--- src/rtl/wsdf_pkg.sv ---
`timescale 1ns / 1ps
// shared types and constants for the websocket frame deframer
// no dependencies

package wsdf_pkg;

   localparam int CFG_W              = 24;
   localparam int LIMIT_BITS_DEFAULT = 24;
   localparam logic [CFG_W-1:0] MAX_PAYLOAD_RESET = 24'd8388608;

   localparam logic [6:0] LEN_EXT16 = 7'd126;
   localparam logic [6:0] LEN_EXT64 = 7'd127;

   typedef enum logic [2:0] {
      PH_HEAD0 = 3'd0,
      PH_HEAD1 = 3'd1,
      PH_EXT16 = 3'd2,
      PH_EXT64 = 3'd3,
      PH_MASK  = 3'd4,
      PH_DATA  = 3'd5,
      PH_FAIL  = 3'd6
   } phase_type;

   typedef struct packed {
      logic       valid;
      logic [7:0] data;
      logic [3:0] opcode;
      logic       last;
      logic       empty;
      logic       err;
   } result_type;

endpackage

--- src/rtl/websocket_frame_deframer.sv ---
`timescale 1ns / 1ps
// websocket frame deframer: takes the received stream a byte per request on
// req_, emits unmasked payload, empty-frame and length-error results on rsp_
// limit register written through csr_wr_en / csr_wr_data
// one byte is taken per cycle while ready; the header, length and mask key bytes are
// parsed in a single pass between the parser state and the result register
// a result appears on rsp_ in the cycle after the byte that causes it
// header bytes produce no result, apart from the empty-frame and error cases
// req_tready is low only while a result is held and rsp_tready is low, so a
// stalled receiver holds back the stream, and a taken result frees the slot
// in the same cycle
// after an over-length frame is flagged every byte is dropped until reset
// reset clears the parser to expect the first header byte and restores the
// limit to its default; no clearing pass is needed
// depends on wsdf_pkg, wsdf_parser, wsdf_out_reg

module websocket_frame_deframer
   import wsdf_pkg::*;
#(
   parameter int LIMIT_BITS = LIMIT_BITS_DEFAULT
) (
   input  logic             clock,
   input  logic             reset,
   input  logic             req_tvalid,
   output logic             req_tready,
   input  logic [7:0]       req_tdata,   // stream_byte
   output logic             rsp_tvalid,
   input  logic             rsp_tready,
   output logic [7:0]       rsp_tdata,   // data_byte
   output logic             rsp_tlast,   // last_of_frame
   output logic [7:0]       rsp_tuser,   // frame_opcode[3:0], empty_frame, length_error, zeros
   input  logic             csr_wr_en,
   input  logic [CFG_W-1:0] csr_wr_data  // max_payload_bytes
);

   localparam int KEEP_W = (LIMIT_BITS < CFG_W) ? LIMIT_BITS : CFG_W;

   logic [KEEP_W-1:0] limit_ff, limit_in;
   logic              accept;
   result_type        result;
   result_type        rsp_result;

   assign accept   = req_tvalid && req_tready;
   assign limit_in = csr_wr_en ? csr_wr_data[KEEP_W-1:0] : limit_ff;

   always_ff @(posedge clock) begin
      if (reset) begin
         limit_ff <= MAX_PAYLOAD_RESET[KEEP_W-1:0];
      end else begin
         limit_ff <= limit_in;
      end
   end

   wsdf_parser #(
      .LIMIT_W (KEEP_W)
   ) u_parser (
      .clock       (clock),
      .reset       (reset),
      .accept      (accept),
      .stream_byte (req_tdata),
      .limit       (limit_ff),
      .result      (result)
   );

   wsdf_out_reg u_out_reg (
      .clock      (clock),
      .reset      (reset),
      .load       (accept),
      .result     (result),
      .ready      (req_tready),
      .rsp_ready  (rsp_tready),
      .rsp_valid  (rsp_tvalid),
      .rsp_result (rsp_result)
   );

   assign rsp_tdata = rsp_result.data;
   assign rsp_tlast = rsp_result.last;
   assign rsp_tuser = {2'b00, rsp_result.err, rsp_result.empty, rsp_result.opcode};

endmodule

--- src/rtl/wsdf_parser.sv ---
`timescale 1ns / 1ps
// per-byte header parser, length check and unmasking
// depends on wsdf_pkg

module wsdf_parser
   import wsdf_pkg::*;
#(
   parameter int LIMIT_W = LIMIT_BITS_DEFAULT
) (
   input  logic               clock,
   input  logic               reset,
   input  logic               accept,
   input  logic [7:0]         stream_byte,
   input  logic [LIMIT_W-1:0] limit,
   output result_type         result
);

   localparam logic [2:0] EXT16_LAST = 3'd1;
   localparam logic [2:0] EXT64_LAST = 3'd7;
   localparam logic [2:0] KEY_LAST   = 3'd3;

   phase_type   phase_ff, phase_in;
   logic [3:0]  opcode_ff, opcode_in;
   logic        masked_ff, masked_in;
   logic [63:0] len_ff, len_in;
   logic [2:0]  hcount_ff, hcount_in;
   logic [31:0] key_ff, key_in;
   logic [1:0]  mpos_ff, mpos_in;

   logic [6:0]  len7;
   logic        is_ext;
   logic [63:0] cand;
   logic        too_long;
   logic        ext_done;
   logic        mask_sel;
   logic        cand_zero;
   logic        len_zero;
   logic [7:0]  key_byte;

   assign len7      = stream_byte[6:0];
   assign is_ext    = (len7 == LEN_EXT16) || (len7 == LEN_EXT64);
   assign cand      = (phase_ff == PH_HEAD1) ? {57'd0, len7} : {len_ff[55:0], stream_byte};
   assign too_long  = cand > 64'(limit);
   assign ext_done  = hcount_ff == ((phase_ff == PH_EXT16) ? EXT16_LAST : EXT64_LAST);
   assign mask_sel  = (phase_ff == PH_HEAD1) ? stream_byte[7] : masked_ff;
   assign cand_zero = cand == 64'd0;
   assign len_zero  = len_ff == 64'd0;
   assign key_byte  = masked_ff ? key_ff[{~mpos_ff, 3'b000} +: 8] : 8'd0;

   // next phase
   always_comb begin
      phase_in = phase_ff;
      case (phase_ff)
         PH_HEAD0: begin
            phase_in = PH_HEAD1;
         end
         PH_HEAD1, PH_EXT16, PH_EXT64: begin
            if (phase_ff == PH_HEAD1 && len7 == LEN_EXT16) begin
               phase_in = PH_EXT16;
            end else if (phase_ff == PH_HEAD1 && len7 == LEN_EXT64) begin
               phase_in = PH_EXT64;
            end else if (phase_ff == PH_HEAD1 || ext_done) begin
               if (too_long) begin
                  phase_in = PH_FAIL;
               end else if (mask_sel) begin
                  phase_in = PH_MASK;
               end else begin
                  phase_in = cand_zero ? PH_HEAD0 : PH_DATA;
               end
            end
         end
         PH_MASK: begin
            if (hcount_ff == KEY_LAST) begin
               phase_in = len_zero ? PH_HEAD0 : PH_DATA;
            end
         end
         PH_DATA: begin
            if (len_ff == 64'd1) begin
               phase_in = PH_HEAD0;
            end
         end
         default: begin
            phase_in = PH_FAIL;
         end
      endcase
   end

   // datapath and result
   always_comb begin
      opcode_in     = opcode_ff;
      masked_in     = masked_ff;
      len_in        = len_ff;
      hcount_in     = hcount_ff;
      key_in        = key_ff;
      mpos_in       = mpos_ff;
      result        = '0;
      result.opcode = opcode_ff;
      case (phase_ff)
         PH_HEAD0: begin
            opcode_in = stream_byte[3:0];
         end
         PH_HEAD1, PH_EXT16, PH_EXT64: begin
            if (phase_ff == PH_HEAD1) begin
               masked_in = stream_byte[7];
               hcount_in = 3'd0;
               len_in    = is_ext ? 64'd0 : cand;
            end else begin
               len_in    = cand;
               if (!ext_done) begin
                  hcount_in = hcount_ff + 3'd1;
               end
            end
            if ((phase_ff == PH_HEAD1 && !is_ext) || (phase_ff != PH_HEAD1 && ext_done)) begin
               if (too_long) begin
                  result.valid = 1'b1;
                  result.err   = 1'b1;
               end else if (mask_sel) begin
                  hcount_in = 3'd0;
                  key_in    = 32'd0;
               end else begin
                  mpos_in = 2'd0;
                  if (cand_zero) begin
                     result.valid = 1'b1;
                     result.last  = 1'b1;
                     result.empty = 1'b1;
                  end
               end
            end
         end
         PH_MASK: begin
            key_in = {key_ff[23:0], stream_byte};
            if (hcount_ff == KEY_LAST) begin
               mpos_in = 2'd0;
               if (len_zero) begin
                  result.valid = 1'b1;
                  result.last  = 1'b1;
                  result.empty = 1'b1;
               end
            end else begin
               hcount_in = hcount_ff + 3'd1;
            end
         end
         PH_DATA: begin
            mpos_in      = mpos_ff + 2'd1;
            len_in       = len_ff - 64'd1;
            result.valid = 1'b1;
            result.data  = stream_byte ^ key_byte;
            result.last  = len_ff == 64'd1;
         end
         default: begin
         end
      endcase
   end

   always_ff @(posedge clock) begin
      if (reset) begin
         phase_ff  <= PH_HEAD0;
         opcode_ff <= 4'd0;
         masked_ff <= 1'b0;
         len_ff    <= 64'd0;
         hcount_ff <= 3'd0;
         key_ff    <= 32'd0;
         mpos_ff   <= 2'd0;
      end else if (accept) begin
         phase_ff  <= phase_in;
         opcode_ff <= opcode_in;
         masked_ff <= masked_in;
         len_ff    <= len_in;
         hcount_ff <= hcount_in;
         key_ff    <= key_in;
         mpos_ff   <= mpos_in;
      end
   end

endmodule

--- src/rtl/wsdf_out_reg.sv ---
`timescale 1ns / 1ps
// result register on the response side, gives input ready
// depends on wsdf_pkg

module wsdf_out_reg
   import wsdf_pkg::*;
(
   input  logic       clock,
   input  logic       reset,
   input  logic       load,
   input  result_type result,
   output logic       ready,
   input  logic       rsp_ready,
   output logic       rsp_valid,
   output result_type rsp_result
);

   logic       valid_ff, valid_in;
   result_type data_ff, data_in;

   assign ready      = !valid_ff || rsp_ready;
   assign rsp_valid  = valid_ff;
   assign rsp_result = data_ff;

   always_comb begin
      valid_in = valid_ff;
      data_in  = data_ff;
      if (ready) begin
         valid_in = load && result.valid;
      end
      if (load) begin
         data_in = result;
      end
   end

   always_ff @(posedge clock) begin
      if (reset) begin
         valid_ff <= 1'b0;
      end else begin
         valid_ff <= valid_in;
      end
   end

   always_ff @(posedge clock) begin
      data_ff <= data_in;
   end

endmodule
--- config.mk ---
export PLATFORM = sky130hd
export DESIGN_NAME = websocket_frame_deframer
export DESIGN_NICKNAME = d
export VERILOG_FILES = /design/src/rtl/wsdf_pkg.sv /design/src/rtl/websocket_frame_deframer.sv /design/src/rtl/wsdf_parser.sv /design/src/rtl/wsdf_out_reg.sv
export SDC_FILE = /design/constraint.sdc
export NUM_CORES = 1
export LEC_CHECK = 0
export ABC_CLOCK_PERIOD_IN_PS = 5000
export BUFFER_PORTS_ARGS = -buffer_cell sky130_fd_sc_hd__buf_2
export CORE_UTILIZATION = 45
export CTS_BUF_LIST = sky130_fd_sc_hd__clkbuf_4 sky130_fd_sc_hd__clkbuf_8
export CTS_CLUSTER_DIAMETER = 100
export DETAILED_ROUTE_END_ITERATION = 8
export GPL_ROUTABILITY_DRIVEN = 0
export PLACE_DENSITY = 0.73
export SKIP_LAST_GASP = 1
export SLEW_MARGIN = 20
export SYNTH_ARGS = -nofsm -noshare
export SYNTH_HDL_FRONTEND = slang
export SYNTH_SLANG_ARGS = --single-unit
--- constraint.sdc ---
create_clock -name clock -period 5 [get_ports clock]
set_input_delay 0.5 -clock clock [delete_from_list [all_inputs] [get_ports clock]]
set_output_delay 0.5 -clock clock [all_outputs]
set_load 0.01 [all_outputs]
* Word level (Yosys, flattened, before mapping)
Cells that the tools add are included.
** Cells by class
- Bitwise gates (word level) :: 2
- $lt $le $gt $ge :: 1
- Equal/unequal tests :: 19
- Reductions and logical operators :: 27
- Mux-type cells :: 49
- $add $sub $neg :: 3
- Shift operators :: 1
** Operators with widths (count)
- 64-bit two-way mux :: 3
- 64-bit logical NOT :: 2
- 64-bit one-hot mux with 2 select lines :: 1
- 32-bit two-way mux :: 3
- 64-bit by 1-bit equality test with 1-bit output, second input constant :: 1
- 64-bit by 24-bit greater-than comparator with 1-bit output :: 1
- 32-bit one-hot mux with 2 select lines :: 1
- 64-bit by 1-bit subtractor with 64-bit output, second input constant :: 1
- 3-bit two-way mux :: 17
- 32-bit by 6-bit indexed part select with 8-bit output :: 1
- 2-bit two-way mux :: 9
- 7-bit equality test, second input constant :: 2
- 3-bit one-hot mux with 4 select lines :: 1
- 3-bit by 2-bit equality test with 1-bit output, second input constant :: 3
- 1-bit two-way mux :: 8
- 8-bit two-way mux :: 1
- 2-bit by 1-bit inequality test with 1-bit output, second input constant :: 4
- 2-bit AND reduction :: 4
- 8-bit bitwise XOR :: 1
- 3-bit equality test, second input constant :: 2
- 1-bit logical AND :: 6
- 2-bit inequality test, second input constant :: 3
- 1-bit one-hot mux with 3 select lines :: 2
- 2-bit one-hot mux with 3 select lines :: 1
- 19 further kinds :: 24
** Word-level totals
- Word-level logic and storage cells :: 116
- Output and inout bits :: 19
- Bits of input ports :: 37
- Register bits after elaboration :: 149

* Logic depth before layout (Yosys ltp)
Gate-level depths: netlist of run 1.
- Depth after elaboration :: 10
- Mapped depth :: 15
- Gate-level depth less buffers :: 12

* Hierarchy
From an unflattened synthesis of run 1, not the netlist that was laid out.
** Unflattened totals
- Cell total of the unflattened synthesis :: 1075
- Area, all modules :: 8784.7 um2
** Modules (own cells, without submodules)
- wsdf_parser :: sequential area each 2182.1 um2, cells each 974, area each 7360.8 um2, instances 1
- websocket_frame_deframer :: sequential area each 480.5 um2, cells each 81, area each 897.1 um2, instances 1
- wsdf_out_reg :: sequential area each 500.5 um2, cells each 20, area each 526.8 um2, instances 1

* Worst setup path after synthesis of run 1
OpenSTA, ideal clock, no wires.
- Path kind :: reg2reg
- Start point :: register u_parser.phase_ff[0]
- End point :: register u_parser.hcount_ff[1]
- Arrival :: 3085 ps
- Buffers on the path :: 3
- Setup slack :: 1793 ps
- Cell stages (with the launch flop) :: 15
- Setup time :: 122 ps
- Clock period less this slack :: 3207 ps
- Required time :: 4878 ps
- Cell sequence :: dfxtp_1 -> clkbuf_1 -> nor2b_1 -> nand2b_1 -> clkbuf_1 -> clkbuf_1 -> and2_1 -> ha_1 -> nand4_1 -> nor4_1 -> a2111oi_0 -> o31ai_1 -> and3_1 -> a31oi_1 -> a221o_1
** Between the ends
- Word-level cells in the longest chain between the ends :: 9
- Elaborated cells between the ends (all ways) :: 23
- Classes of those cells :: 1 x order compare; 7 x eq/ne; 9 x mux; 6 x reduce/logical
** RTL lines
- from (decl) :: RTL line wsdf_parser.sv:22 : phase_type phase_ff, phase_in;
- from (signal assigned) :: RTL line wsdf_parser.sv:165 : phase_ff <= phase_in;
- branches (longest 9 deep; another with 64-bit by 24-bit greater-than comparator with 1-bit output)
- to (signal assigned) :: RTL line wsdf_parser.sv:169 : hcount_ff <= hcount_in;
- to (decl) :: RTL line wsdf_parser.sv:26 : logic [2:0] hcount_ff, hcount_in;
Parallel ways; which one is timed is not known.
A chain may end at the register's enable or synchronous reset.

* Final worst setup path of run 1
- Start point :: register u_parser.phase_ff[2]
- End point :: register u_parser.hcount_ff[2]
Same word-level chain as after synthesis.

==> impl_metrics.tcl, run 1 <==
set metrics [dict create \
    status "finished, final reports clean" \
    post-route-min-period_ns 3.35 \
    coreArea_sq_um 18800 \
    viasPerCell 6.22 \
    antenna_found_initial 0 \
    skew_ns 0.0149 \
    ys_warn_count 0 \
    min_to "limit_ff[5]$_SDFFE_PP0P_" \
    die_h_um 141 \
    use_met2_pct 37.5 \
    syn_inst 1082 \
    io_buffers 53 \
    multi_input_area_sq_um 5110 \
    first_pass_iters 5 \
    nFillCells 1777 \
    grt_max_degree 66 \
    crit_type "reg2reg" \
    grt_pass1_vias 7602 \
    final_cell_mix "dfxtp_1 (134), nor2_1 (132), a21oi_1 (108)" \
    diodes 0 \
    synthToLayoutAreaGrowth_pct 8.76 \
    ios 56 \
    crit_fanout 25 \
    seq_area_sq_um 3130 \
    drive_gt1_share_pct 11.3 \
    cts_tree "yes" \
    syn_avg_cell_area_sq_um 8.01 \
    drt-initial-drc-count 865 \
    tns_ns 0 \
    dieArea_sq_um 19800 \
    peakVddDrop_mv 0.311 \
    route.detailed.wl_per_inst_um 17.7 \
    synth-edff-count 15 \
    drcViolationCount 0 \
    worstPathRequired_ns 5.37 \
    setup_viol 0 \
    nets 1154 \
    whs_path_depth 3 \
    yosysUniqueCellTypes 67 \
    die_w_um 141 \
    num_rows 50 \
    cts_inserted_buffers 17 \
    syn-cell-area_sq_um 8670 \
    async_flop_share_pct 0 \
    timing.rr.start "u_parser.phase_ff[2]$_SDFFE_PP0P_" \
    r2r_cells 12 \
    cap_violations 0 \
    vias 8310 \
    ctsResizeCount 0 \
    wirelength_um 23600 \
    cts_root_buf "clkbuf_8" \
    power.leakage_uw 0.00356 \
    slew_viol_final 0 \
    layout_commonest_cell "dfxtp_1" \
    dp_cells 1304 \
    h-tree-depth 4 \
    stdcell_count 1336 \
    cp-end-kind "register" \
    dp_hpwl_um 15600 \
    cp-start-kind "register" \
    initial_utilization_pct 46.2 \
    hold_class "in2reg" \
    top_usage_layer "met2" \
    yosysSeqAreaShare_pct 36.1 \
    r2r-end "u_parser.hcount_ff[2]$_SDFFE_PP0P_" \
    grt_use_total_pct 24.3 \
    worstSkewPairLatency_ns 0.48 \
    drtAntennaViolNets 0 \
    grt_util_met1_pct 33.1 \
    slew_headroom_pct 39.4 \
    post_cts_buffers 0 \
    clock-sinks 149 \
    hold_violations 0 \
    ys_ff_latch 149 \
    ctsHoldBuffers 0 \
    grt_pass1_wl_um 38700 \
    use_met3_pct 4.76 \
    max_freq_mhz 298 \
    powerDensity_nw_per_um2 487 \
    synth-main-ff-cell "dfxtp_1" \
    path_clk_slew_ns 0.10 \
    grt-ovfl-total 0 \
    clockBufferDepth 2 \
    fin_crit_sh_pct 67.0 \
    max_slew.worst_pin.slew_ns 0.906 \
    rrSetupSlack_ns 1.65 \
    finalPower_uw 4590 \
    hp-start "csr_wr_data[5]" \
    arrival_ns 3.72 \
    grt_setup_unrepaired "false" \
]
==> through the flow <==
step	setup slack (ns)	hold slack (ns)	utilization, %	cell area [sq um]
CTS	1.70	0.237	50.2	9430
global route	1.45	0.239	50.2	9430
floorplan	1.79	0.408	-	8670
global placement	1.86	0.412	48.2	9040
detailed placement	1.74	0.420	48.2	9040
finish	1.65	0.254	50.2	9430
==> metal layers <==
layer	vias up	wire length [um]	share of wire [%]
met5	-	0	0
met4	0	588	2.5
met2	293	10900	46
li1	4033	-	-
met1	3941	10900	46
met3	43	1250	5.3
==> Yosys cell counts, types with 7 or more instances <==
master | number | area (sq um)
ha_1 | 28 | 350
nand4_1 | 17 | 106
or3_1 | 12 | 75.1
inv_1 | 35 | 131
nor3_1 | 40 | 200
nand2_1 | 74 | 278
nor2_1 | 134 | 503
dfxtp_1 | 134 | 2680
a32o_1 | 19 | 190
and3_1 | 15 | 93.8
o31ai_1 | 7 | 52.6
and2_1 | 20 | 125
a22oi_1 | 50 | 375
mux4_2 | 8 | 180
xor2_1 | 15 | 131
clkbuf_1 | 64 | 240
edfxtp_1 | 15 | 450
a211oi_1 | 9 | 67.6
a31oi_1 | 8 | 50.1
nor4_1 | 17 | 106
mux2i_1 | 28 | 280
a221oi_1 | 11 | 96.3
a21oi_1 | 108 | 541
nand3_1 | 55 | 275
o21ai_0 | 54 | 270
==> logic make-up (layout without fill, tap and decap cells) <==
logic type | count (synthesis) | in the layout | synth area share, %
DFF | 149 | 149 | 36.1
muxes | 36 | 36 | 5.31
other | 1 | 2 | 0.0433
and+or+nand+nor | 420 | 420 | 23.9
buffers and inverters | 115 | 134 | 5.25
AOI/OAI and AO/OA | 314 | 314 | 23.4
xor gates and xnor gates | 19 | 19 | 1.92
adders and majority gates | 28 | 28 | 4.04
==> state kept, by name, summed over array words and instances, names as in the netlist <==
name / cells
u_parser.phase_ff: 3
u_out_reg.rsp_valid: 1
u_out_reg.rsp_result: 15
u_parser.mpos_ff: 2
u_parser.hcount_ff: 3
u_parser.masked_ff: 1
limit_ff: 24
u_parser.opcode_ff: 4
u_parser.len_ff: 64
u_parser.key_ff: 32
==> power by group <==
part           total (uW)  switching, uW  internal [uW]
sequential           1470            154           1320
clock                 974            557            417
combinational        2140           1450            691
==> cell type report <==
class / instances / share of cell area (%)
sequential: 149 / 33.2
clock buffer: 17 / 2.48
timing repair buffer: 67 / 3.95
inverter: 35 / 1.39
clock inverter: 15 / 1.66
multi-input combinational: 819 / 54.2
tap: 234 / 3.11
==> critical path, stage by stage (launching register included) <==
cell	delay [ns]
dfxtp_1	0.77
nand2b_1	0.19
buf_4	0.24
and2_1	0.16
ha_1	0.14
nand4_1	0.18
nor4_1	0.45
a2111oi_0	0.12
o31ai_1	0.09
buf_4	0.18
and3_1	0.21
a31oi_1	0.13
a221o_1	0.39
==> how the worst max path moves through the flow <==
stage | startpoint | end | slack (ns) | cells past startpoint
floorplan | u_parser.phase_ff[0]$_SDFFE_PP0P_ | u_parser.hcount_ff[1]$_SDFFE_PP0P_ | 1.79 | 14
global placement | u_parser.phase_ff[1]$_SDFFE_PP0P_ | u_parser.hcount_ff[1]$_SDFFE_PP0P_ | 1.86 | 13
detailed placement | u_parser.phase_ff[2]$_SDFFE_PP0P_ | u_parser.hcount_ff[2]$_SDFFE_PP0P_ | 1.74 | 12
CTS | u_parser.phase_ff[2]$_SDFFE_PP0P_ | u_parser.hcount_ff[2]$_SDFFE_PP0P_ | 1.70 | 12
global route | u_parser.phase_ff[2]$_SDFFE_PP0P_ | u_parser.hcount_ff[2]$_SDFFE_PP0P_ | 1.45 | 12
finish | u_parser.phase_ff[2]$_SDFFE_PP0P_ | u_parser.hcount_ff[2]$_SDFFE_PP0P_ | 1.65 | 12
Note: power is estimated with default switching activity, not from simulation.
==> run 2, diff against run 1 <==
--- a/config.mk
+++ b/config.mk
@@ -5,7 +5,7 @@
 export SDC_FILE = /design/constraint.sdc
 export NUM_CORES = 1
 export LEC_CHECK = 0
-export ABC_CLOCK_PERIOD_IN_PS = 5000
+export ABC_CLOCK_PERIOD_IN_PS = 3150
 export BUFFER_PORTS_ARGS = -buffer_cell sky130_fd_sc_hd__buf_2
 export CORE_UTILIZATION = 45
 export CTS_BUF_LIST = sky130_fd_sc_hd__clkbuf_4 sky130_fd_sc_hd__clkbuf_8
==> constraint.sdc (replaced) <==
create_clock -name clock -period 3.15 [get_ports clock]
set_input_delay 0.315 -clock clock [delete_from_list [all_inputs] [get_ports clock]]
set_output_delay 0.315 -clock clock [all_outputs]
set_load 0.01 [all_outputs]
==> run 2 against run 1 <==
- utilization is 2.0 points higher
- global-route usage is 0.67 points higher
- critical path type unchanged
- count of clock-buffer cells in the layout is 1 higher
- clock power is 63% higher
- cell count is 2.4% higher
- combinational power is 79% higher
==> impl_metrics.tcl, run 2 (synthesis gave the netlist of run 1 again) <==
set metrics [dict create \
    hold_class "in2reg" \
    skew_ns 0.0132 \
    drt-initial-drc-count 754 \
    setup_viol 0 \
    cp-start-kind "register" \
    clock-sinks 149 \
    cp-end-kind "register" \
    hold_ws_ns 0.0656 \
    vias 8616 \
    cts_inserted_buffers 17 \
    worstSetupStartpoint "u_parser.phase_ff[0]$_SDFFE_PP0P_" \
    initial_utilization_pct 46.2 \
    route.detailed.wl_per_inst_um 17.8 \
    max_freq_mhz 337 \
    max_slew.worst_pin.slew_ns 0.823 \
    timing.rr.start "u_parser.phase_ff[0]$_SDFFE_PP0P_" \
    dp_hpwl_um 16200 \
    timing.final.ws_setup_ns 0.186 \
    arrival_ns 3.32 \
    cts_tree "yes" \
    post-route-min-period_ns 2.96 \
    tns_ns 0 \
    drtAntennaViolNets 0 \
    first_pass_iters 7 \
    nFillCells 1807 \
    fin_crit_sh_pct 94.1 \
    r2r_cells 11 \
    cts_root_buf "clkbuf_8" \
    preCtsSetupSlack_ns 0.0452 \
    drcViolationCount 0 \
    cap_violations 0 \
    crit_type "reg2reg" \
    peakVddDrop_mv 0.356 \
    viasPerCell 6.30 \
    powerDensity_nw_per_um2 786 \
    die_h_um 141 \
    wirelength_um 24400 \
    nets 1186 \
    grt-ovfl-total 0 \
    num_rows 50 \
    io_buffers 53 \
    r2r-end "u_parser.hcount_ff[2]$_SDFFE_PP0P_" \
    ios 56 \
    worstPathRequired_ns 3.51 \
    clockBufferDepth 2 \
    h-tree-depth 4 \
    grt_max_degree 70 \
    rrSetupSlack_ns 0.19 \
    worstSkewPairLatency_ns 0.47 \
    layout_commonest_cell "dfxtp_1" \
    path_clk_slew_ns 0.08 \
    antenna_found_initial 0 \
    grt_pass1_wl_um 39700 \
    final_cell_mix "dfxtp_1 (134), nor2_1 (132), a21oi_1 (108)" \
    whs_path_depth 3 \
    slew_headroom_pct 45.0 \
    endpoint "u_parser.hcount_ff[2]$_SDFFE_PP0P_" \
    status "finished, final reports clean" \
    coreArea_sq_um 18800 \
    power.leakage_uw 0.00374 \
    dieArea_sq_um 19800 \
    largest_reg_flops 64 \
    largest_register "u_parser.len_ff" \
    design_area_sq_um 9810 \
    postPlaceCellArea_sq_um 9280 \
    drive_gt1_share_pct 14.5 \
    crit_fanout 8 \
    grt_pass1_vias 7809 \
    diodes 0 \
    synthToLayoutAreaGrowth_pct 13.2 \
    grt_use_total_pct 25.0 \
    die_w_um 141 \
    slew_viol_final 0 \
    hold_violations 0 \
    largestRegisters "u_parser.len_ff (64), u_parser.key_ff (32), limit_ff (24)" \
]
[run 2: cell count changes in the layout (fill, tap and decap cells not counted), sizes merged]
cell / previous run / this run
inv: 47 / 42
clkinv: 2 / 5
clkbuf: 17 / 18
bufinv: 1 / 2
buf: 67 / 99
[run 2: cell type report]
class / count / area [sq um] / share of cell area (%)
Inverter: 35 / 131 / 1.34
Sequential cell: 149 / 3130 / 31.9
Clock buffer: 18 / 248 / 2.53
Clock inverter: 14 / 166 / 1.70
Timing Repair Buffer: 99 / 654 / 6.67
Multi-Input combinational cell: 819 / 5180 / 52.9
Tap cell: 234 / 293 / 2.98
[run 2: what timing repair did]
| action | 4_1_cts | 5_1_grt |
|---|---|---|
| hold buffers | 0 | 0 |
| setup endpoints to repair | 0 | 42 |
| setup buffers | 0 | 5 |
| gates resized for setup | 0 | 14 |
[run 2: worst min path at each step]
| stage | slack, ns | start | to |
|---|---|---|---|
| floorplan | 0.41 | u_parser.opcode_ff[1]$_SDFFE_PP0P_ | u_out_reg.rsp_result[4]$_DFFE_PP_ |
| global placement | 0.41 | u_parser.opcode_ff[3]$_SDFFE_PP0P_ | u_out_reg.rsp_result[6]$_DFFE_PP_ |
| detailed placement | 0.42 | u_parser.opcode_ff[0]$_SDFFE_PP0P_ | u_out_reg.rsp_result[3]$_DFFE_PP_ |
| CTS | 0.06 | csr_wr_data[23] | limit_ff[23]$_SDFFE_PP1P_ |
| global route | 0.05 | csr_wr_data[2] | limit_ff[2]$_SDFFE_PP0P_ |
| finish | 0.07 | csr_wr_data[23] | limit_ff[23]$_SDFFE_PP1P_ |
[run 2: critical path, stage by stage (launching register included)]
cell	delay [ns]
dfxtp_1	0.34
nor2b_2	0.16
nand2b_1	0.19
and2_1	0.22
ha_1	0.29
nand4_1	0.15
buf_4	0.18
nor4_4	0.33
a21o_1	0.29
and3_4	0.24
a31oi_1	0.10
a221o_1	0.38
[run 2: report_power, final]
part,total [uW],switching [uW],internal (uW),leakage (uW)
Combinational,3840,2480,1360,0.00229
Clock,1590,835,751,0.000213
Sequential,2290,199,2090,0.00124
[run 2: routing by layer]
| metal | share of wire, % | global-route usage (%) |
|---|---|---|
| met5 | 0 | 0 |
| met4 | 3.2 | 10.0 |
| met3 | 6.7 | 4.69 |
| met2 | 47 | 39.8 |
| met1 | 44 | 33.3 |
[run 2: stage by stage]
step                      utilization, %  instances  power (uW)
after floorplan                        -       1083        4840
after global placement              49.4       1331        5950
after detailed placement            49.4       1331        5980
after CTS                           51.6       1363        7560
after global routing                52.3       1368        8230
final                               52.3       1368        7710
